$ cat config.mk
export PLATFORM = sky130hd
export DESIGN_NAME = two_pole_resonator_coded_coef
export DESIGN_NICKNAME = d
export VERILOG_FILES = /design/src/rtl/tprc_pkg.sv /design/src/rtl/two_pole_resonator_coded_coef.sv
export SDC_FILE = /design/constraint.sdc
export NUM_CORES = 1
export LEC_CHECK = 0
export ABC_AREA = 0
export BUFFER_PORTS_ARGS = -buffer_cell sky130_fd_sc_hd__buf_2
export CORE_MARGIN = 3
export CORE_UTILIZATION = 65
export CTS_BUF_LIST = sky130_fd_sc_hd__clkbuf_2 sky130_fd_sc_hd__clkbuf_4 sky130_fd_sc_hd__clkbuf_8
export DETAILED_ROUTE_END_ITERATION = 10
export PLACE_DENSITY = 0.82
export SYNTH_ARGS = -nofsm -noshare
export SYNTH_HDL_FRONTEND = slang
export SYNTH_SLANG_ARGS = --single-unit
$ cat constraint.sdc
create_clock -name clock -period 13.6 [get_ports clock]
set_input_delay 0.68 -clock clock [delete_from_list [all_inputs] [get_ports clock]]
set_output_delay 0.68 -clock clock [all_outputs]
set_load 0.005 [all_outputs]
$ cat src/rtl/tprc_pkg.sv
// Package for the two-pole resonator: widths, register indexes, coefficient
// magnitude table and the code-to-coefficient decode.
// No dependencies.
package tprc_pkg;

   // sample format and recursion state
   localparam int SAMPLE_FRAC_BITS = 12;
   localparam int STATE_WIDTH      = 20;

   // fixed field widths
   localparam int IN_W   = 14;
   localparam int OUT_W  = 14;
   localparam int CODE_W = 8;
   localparam int DATA_W = 16;   // tdata width, whole bytes
   localparam int USER_W = 1;

   // configuration port
   localparam int CSR_IDX_W = 2;
   localparam logic [CSR_IDX_W-1:0] REG_BANDWIDTH = CSR_IDX_W'(0);
   localparam logic [CSR_IDX_W-1:0] REG_FREQUENCY = CSR_IDX_W'(1);

   // coefficient arithmetic
   localparam int COEF_SHIFT = 9;
   localparam int COEF_W     = 10;                          // -511..+511
   localparam int PROD_W     = STATE_WIDTH + COEF_W;
   localparam int TERM_F_W   = PROD_W - (COEF_SHIFT - 1);   // 2*F*z1 >> 9
   localparam int TERM_B_W   = PROD_W - COEF_SHIFT;         // B*z2 >> 9
   localparam int SUM_W      = TERM_F_W + 2;

   // saturation and clamp limits in the sum domain
   localparam logic signed [SUM_W-1:0] STATE_HI =
      SUM_W'((64'sd1 <<< (STATE_WIDTH - 1)) - 64'sd1);
   localparam logic signed [SUM_W-1:0] STATE_LO = -STATE_HI - SUM_W'(1);
   localparam logic signed [SUM_W-1:0] ONE_POS  = SUM_W'(64'sd1 <<< SAMPLE_FRAC_BITS);
   localparam logic signed [SUM_W-1:0] ONE_NEG  = -ONE_POS;

   typedef logic signed [COEF_W-1:0] coef_type;

   // coefficient magnitudes, 9 fractional bits
   localparam logic [8:0] MAG_TABLE [128] = '{
      9'd0,   9'd9,   9'd12,  9'd25,  9'd33,  9'd41,  9'd49,  9'd57,
      9'd65,  9'd73,  9'd81,  9'd89,  9'd97,  9'd105, 9'd113, 9'd121,
      9'd129, 9'd137, 9'd145, 9'd153, 9'd161, 9'd169, 9'd177, 9'd185,
      9'd193, 9'd201, 9'd209, 9'd217, 9'd225, 9'd233, 9'd241, 9'd249,
      9'd257, 9'd265, 9'd273, 9'd281, 9'd289, 9'd297, 9'd301, 9'd305,
      9'd309, 9'd313, 9'd317, 9'd321, 9'd325, 9'd329, 9'd333, 9'd337,
      9'd341, 9'd345, 9'd349, 9'd353, 9'd357, 9'd361, 9'd365, 9'd369,
      9'd373, 9'd377, 9'd381, 9'd385, 9'd389, 9'd393, 9'd397, 9'd401,
      9'd405, 9'd409, 9'd413, 9'd417, 9'd421, 9'd425, 9'd427, 9'd429,
      9'd431, 9'd433, 9'd435, 9'd437, 9'd439, 9'd441, 9'd443, 9'd445,
      9'd447, 9'd449, 9'd451, 9'd453, 9'd455, 9'd457, 9'd459, 9'd461,
      9'd463, 9'd465, 9'd467, 9'd469, 9'd471, 9'd473, 9'd475, 9'd477,
      9'd479, 9'd481, 9'd482, 9'd483, 9'd484, 9'd485, 9'd486, 9'd487,
      9'd488, 9'd489, 9'd490, 9'd491, 9'd492, 9'd493, 9'd494, 9'd495,
      9'd496, 9'd497, 9'd498, 9'd499, 9'd500, 9'd501, 9'd502, 9'd503,
      9'd504, 9'd505, 9'd506, 9'd507, 9'd508, 9'd509, 9'd510, 9'd511
   };

   // top bit set: +table[(-code) & 0x7F], else -table[code & 0x7F]
   function automatic coef_type decode_coef(input logic [CODE_W-1:0] code);
      logic [CODE_W-1:0] neg_code;
      logic [COEF_W-1:0] mag;
      begin
         neg_code = ~code + CODE_W'(1);
         if (code[CODE_W-1]) begin
            mag = COEF_W'(MAG_TABLE[neg_code[CODE_W-2:0]]);
            decode_coef = coef_type'(mag);
         end else begin
            mag = COEF_W'(MAG_TABLE[code[CODE_W-2:0]]);
            decode_coef = coef_type'(-mag);
         end
      end
   endfunction

endpackage

$ cat src/rtl/two_pole_resonator_coded_coef.sv
// Two-pole resonator with coefficients decoded from 8-bit codes.
// Depends on tprc_pkg (widths, limits, coefficient table and decode).
//
//  channel  | direction | beat contents
//  ---------+-----------+-------------------------------------------------
//  req_     | in        | tdata[13:0] excitation (signed)
//  rsp_     | out       | tdata[13:0] filtered_sample (signed), tuser clipped
//  csr_     | in        | index 0 bandwidth_code, index 1 frequency_code
//
// One beat per cycle while the response is not stalled; a request beat passes
// through the input register, then the feedback multiply-add into the result
// register. The recursion closes through the delay registers alone: two 20x10
// multipliers in parallel, one three-input add and a saturate.
// Synchronous reset clears codes, delay state and both valid flags.
// A stalled response holds the input register; a new request beat is taken
// whenever the input register is empty or moves on in the same cycle.
module two_pole_resonator_coded_coef (
   input  logic                         clock,
   input  logic                         reset,
   // request stream
   input  logic                         req_tvalid,
   output logic                         req_tready,
   input  logic [tprc_pkg::DATA_W-1:0]  req_tdata,   // [13:0] excitation
   // response stream
   output logic                         rsp_tvalid,
   input  logic                         rsp_tready,
   output logic [tprc_pkg::DATA_W-1:0]  rsp_tdata,   // [13:0] filtered_sample
   output logic [tprc_pkg::USER_W-1:0]  rsp_tuser,   // [0] clipped
   // register writes
   input  logic                         csr_we,
   input  logic [tprc_pkg::CSR_IDX_W-1:0] csr_index,
   input  logic [tprc_pkg::CODE_W-1:0]  csr_wdata
);
   import tprc_pkg::*;

   logic                          in_valid_ff, in_valid_in;
   logic signed [IN_W-1:0]        in_sample_ff, in_sample_in;
   logic                          out_valid_ff, out_valid_in;
   logic signed [OUT_W-1:0]       out_sample_ff, out_sample_in;
   logic                          out_clip_ff, out_clip_in;
   logic [CODE_W-1:0]             bw_code_ff, bw_code_in;
   logic [CODE_W-1:0]             fq_code_ff, fq_code_in;
   logic signed [STATE_WIDTH-1:0] delay_one_ff, delay_one_in;
   logic signed [STATE_WIDTH-1:0] delay_two_ff, delay_two_in;

   logic                          advance;
   coef_type                      coef_f, coef_b;
   logic signed [PROD_W-1:0]      prod_f, prod_b;
   logic signed [TERM_F_W-1:0]    term_f;
   logic signed [TERM_B_W-1:0]    term_b;
   logic signed [SUM_W-1:0]       sum;
   logic signed [SUM_W-1:0]       y_sat;
   logic signed [SUM_W-1:0]       y_clamp;
   logic                          clip;

   // beat moves from input register to result register
   assign advance    = in_valid_ff && (!out_valid_ff || rsp_tready);
   assign req_tready = !in_valid_ff || advance;

   // feedback multiply-add; floor shifts are plain part-selects
   always_comb begin
      coef_f = decode_coef(fq_code_ff);
      coef_b = decode_coef(bw_code_ff);
      prod_f = PROD_W'(coef_f) * PROD_W'(delay_one_ff);
      prod_b = PROD_W'(coef_b) * PROD_W'(delay_two_ff);
      term_f = prod_f[PROD_W-1:COEF_SHIFT-1];   // (2*F*z1) >>> 9
      term_b = prod_b[PROD_W-1:COEF_SHIFT];     // (B*z2) >>> 9
      sum    = SUM_W'(in_sample_ff) + SUM_W'(term_f) + SUM_W'(term_b);

      // saturate to the state width
      if (sum > STATE_HI) begin
         y_sat = STATE_HI;
      end else if (sum < STATE_LO) begin
         y_sat = STATE_LO;
      end else begin
         y_sat = sum;
      end

      // clamp the output to +/-1.0
      clip = 1'b0;
      if (y_sat > ONE_POS) begin
         y_clamp = ONE_POS;
         clip    = 1'b1;
      end else if (y_sat < ONE_NEG) begin
         y_clamp = ONE_NEG;
         clip    = 1'b1;
      end else begin
         y_clamp = y_sat;
      end
   end

   // next values
   always_comb begin
      in_valid_in   = in_valid_ff;
      in_sample_in  = in_sample_ff;
      out_valid_in  = out_valid_ff;
      out_sample_in = out_sample_ff;
      out_clip_in   = out_clip_ff;
      bw_code_in    = bw_code_ff;
      fq_code_in    = fq_code_ff;
      delay_one_in  = delay_one_ff;
      delay_two_in  = delay_two_ff;

      // input register
      if (req_tvalid && req_tready) begin
         in_valid_in  = 1'b1;
         in_sample_in = req_tdata[IN_W-1:0];
      end else if (advance) begin
         in_valid_in = 1'b0;
      end

      // result register and state update
      if (advance) begin
         out_valid_in  = 1'b1;
         out_sample_in = y_clamp[OUT_W-1:0];
         out_clip_in   = clip;
         delay_two_in  = delay_one_ff;
         delay_one_in  = y_sat[STATE_WIDTH-1:0];
      end else if (rsp_tready) begin
         out_valid_in = 1'b0;
      end

      // register writes; unknown indexes ignored
      if (csr_we) begin
         case (csr_index)
            REG_BANDWIDTH: bw_code_in = csr_wdata;
            REG_FREQUENCY: fq_code_in = csr_wdata;
            default: ;
         endcase
      end
   end

   // control state
   always_ff @(posedge clock) begin
      if (reset) begin
         in_valid_ff  <= 1'b0;
         out_valid_ff <= 1'b0;
         bw_code_ff   <= '0;
         fq_code_ff   <= '0;
         delay_one_ff <= '0;
         delay_two_ff <= '0;
      end else begin
         in_valid_ff  <= in_valid_in;
         out_valid_ff <= out_valid_in;
         bw_code_ff   <= bw_code_in;
         fq_code_ff   <= fq_code_in;
         delay_one_ff <= delay_one_in;
         delay_two_ff <= delay_two_in;
      end
   end

   // payload
   always_ff @(posedge clock) begin
      in_sample_ff  <= in_sample_in;
      out_sample_ff <= out_sample_in;
      out_clip_ff   <= out_clip_in;
   end

   assign rsp_tvalid = out_valid_ff;
   assign rsp_tdata  = {{(DATA_W-OUT_W){1'b0}}, out_sample_ff};
   assign rsp_tuser  = out_clip_ff;

endmodule

==> impl_metrics.csv <==
group,metric,value,unit
final_layout,finish.cell_count_without_fillers,3028,
timing,period_share,95.1,%
worst_setup_path,cp_max_fo,12,
worst_setup_path,start_kind,"flop",
route,drt_iter0_markers,1168,
route,avgRoutedWirePerCell,16.7,µm
logic_synthesis,synth_flop_cell,"dfxtp_1",
global_routing,grt_pass1_vias,18300,
clocking,clk_latency,0.38,ns
final_layout,nets,3151,
timing,hold_viol_final,0,
route,drc_errors,0,
clocking,cts_tree,"done",
final_layout,antenna_cells,0,
placed_design,gp_congestion,0.914,
clocking,cts_max_path_buffers,2,
worst_setup_path,cpMostUsedCell,"fa_1",
timing,finClkSkew,0.0125,ns
logic_synthesis,syn_inst,2629,
route,vias,17800,
logic_synthesis,synth_area_per_cell,8.28,µm²
timing,worst_pin_slew,1.22,ns
clocking,cts_sinks,87,
global_routing,grt.total_usage,29.3,%
floorplan,boundaryPins,50,
global_routing,antenna_found_initial,0,
worst_setup_path,critPathCaptureType,"flop",
global_routing,grt_overflow,0,
global_routing,grt_max_degree,74,
placed_design,dp_hpwl,41400,µm
floorplan,rows,66,
logic_synthesis,synth_top_area_share,33.4,%
clocking,post_cts_buffers,0,
final_layout,final_layout_size_suffix_gt1_share,6.77,%
worst_setup_path,critPathSlowestCell,"or4b_1",
route,wl,50700,µm
logic_synthesis,synth_area_leaders,"fa_1 (33%), ha_1 (10%), inv_1 (8.7%)",
route,drt-vias-per-instance,5.87,
floorplan,die-area,35700,µm²
placed_design,place_inst,3012,
logic_synthesis,synth_warnings,0,
worst_setup_path,worstPathRequired,13.80,ns
clocking,clkTransAtPathRegs,0.10,ns
final_layout,final_common_cell,"inv_1",
route,ant_nets,0,
final_layout,layout.area.seq,2040,µm²
logic_synthesis,ys_ff_latch,87,
logic_synthesis,synth.yosys.seq_area_share,9.33,%
floorplan,core_area,32800,µm²
logic_synthesis,syn_area,21800,µm²
clocking,cts_buffers,9,
timing,setup-tns-final,0,ns
worst_setup_path,critPathArrivalTime,13.13,ns
clocking,ctsRootBufferMaster,"clkbuf_8",
outcome,outcome,"completed",
flow_run,maxCapViolations,0,
logic_synthesis,synth_cell_types,86,
final_layout,fillers,2675,
final_layout,fin_area,22600,µm²
route,drt_first_pass_iters,6,
timing,fin_crit,12.94,ns
final_layout,final_cell_mix,"inv_1 (502), fa_1 (363), nand2_1 (334), ha_1 (174), nor2_1 (141)",
worst_setup_path,critical-path-max-stage-delay,0.55,ns
logic_synthesis,async_reset_ff_share,0,%
logic_synthesis,yosys.area.top_type,"fa_1",
floorplan,fp.dieH,189,µm
worst_hold_path,hp-class,"input pin to flop",
timing,setup_viol_count_final,0,
clocking,cts-htree-levels,3,
timing,slew_violations,0,
final_layout,area_delta_synth_final,3.95,%
global_routing,grt_pass1_wl,86600,µm
final_layout,multi_input_area,17300,µm²
placed_design,io_buffers,45,
floorplan,initial_core_util,66.4,%
logic_synthesis,synth_edf_count,29,
placed_design,post_dp_cell_area,22300,µm²
timing,slew_headroom,18.3,%
worst_setup_path,crit_type,"flop to flop",
floorplan,die_w,189,µm
timing,fmax,0.0773,GHz
[worst paths after layout]
check                                  start                        endpoint  slack (ns)  cells after the start
setup / recovery  bw_code_ff[2]$_SDFFE_PP0P_  out_sample_ff[5]$_SDFFCE_PP0P_        0.66                     49
hold / removal                  req_tdata[1]       in_sample_ff[1]$_DFFE_PP_        0.47                      1
setup reg to reg  bw_code_ff[2]$_SDFFE_PP0P_  out_sample_ff[5]$_SDFFCE_PP0P_        0.66                     49
hold reg to reg     in_valid_ff$_SDFFE_PP0P_         rsp_tvalid$_SDFFE_PP0P_        0.53                      2
[through the flow]
| step | setup slack (ns) | util (%) | hold WS [ns] |
|---|---|---|---|
| after floorplan | 1.08 | - | 0.435 |
| after global placement | 0.813 | 68.1 | 0.494 |
| after detailed placement | 0.461 | 68.1 | 0.506 |
| after CTS | 0.377 | 68.7 | 0.444 |
| after global routing | -0.140 | 69.0 | 0.443 |
| final | 0.661 | 69.0 | 0.466 |
[per-layer routing]
metal	track usage, %	routed length (µm)
met1	37.5	20100
met2	52.6	26200
met3	2.70	2820
met4	9.42	1550
met5	0	0
[sequential cells by signal (all words and copies together), names as in the netlist]
signal,cells
rsp_tuser,1
in_sample_ff,14
fq_code_ff,8
in_valid_ff,1
delay_one_ff,20
delay_two_ff,20
bw_code_ff,8
out_sample_ff,14
rsp_tvalid,1
[cells in the mapped netlist (23+ instances only)]
library cell / n
xnor2_1: 62
inv_1: 502
nor2_1: 141
a21oi_1: 116
clkbuf_1: 129
nor3_1: 33
nor2b_1: 44
ha_1: 176
dfxtp_1: 58
mux2i_1: 23
a21o_1: 39
o21ai_0: 70
fa_1: 363
nand2_1: 334
xor2_1: 32
nand3_1: 30
and2_1: 110
edfxtp_1: 29
[worst max-delay path, delay by kind of cell (launching register included)]
| kind | cells | cell delay (ns) |
|---|---|---|
| AND/OR/NAND/NOR | 17 | 4.26 |
| XOR/XNOR | 1 | 0.24 |
| flip-flops | 1 | 0.45 |
| AO/OA/AOI/OAI | 12 | 2.37 |
| buffers and inverters | 8 | 0.99 |
| adder cells (fa/ha/maj) | 10 | 4.04 |
| multiplexers | 1 | 0.36 |
[kinds of logic (layout without fill, tap and decap cells)]
| logic type | count (synthesis) | in the layout | share of synthesized area [%] |
|---|---|---|---|
| XOR/XNOR | 95 | 95 | 3.91 |
| other | 1 | 2 | 0.0172 |
| AO/OA/AOI/OAI | 408 | 408 | 12.5 |
| AND/OR/NAND/NOR | 815 | 815 | 18.0 |
| multiplexers | 26 | 26 | 1.26 |
| adder cells (fa/ha/maj) | 539 | 539 | 43.5 |
| buffers and inverters | 658 | 614 | 11.5 |
| flip-flops | 87 | 87 | 9.33 |
[final cells by class]
type,instances,share of cell area [%]
multi-input cells,1885,76.6
flip-flops and latches,87,9.00
inverters,503,8.34
repair buffers,95,2.65
well taps,442,2.44
clock buffers,9,0.547
clock inverters,7,0.381
[repair_timing]
action	CTS	global route
hold buffers	0	0
endpoints found under the setup margin	0	14
resized for setup	0	24
Power is not shown: default switching activity piles up to over one toggle a cycle in this logic, so the estimate is an artifact.
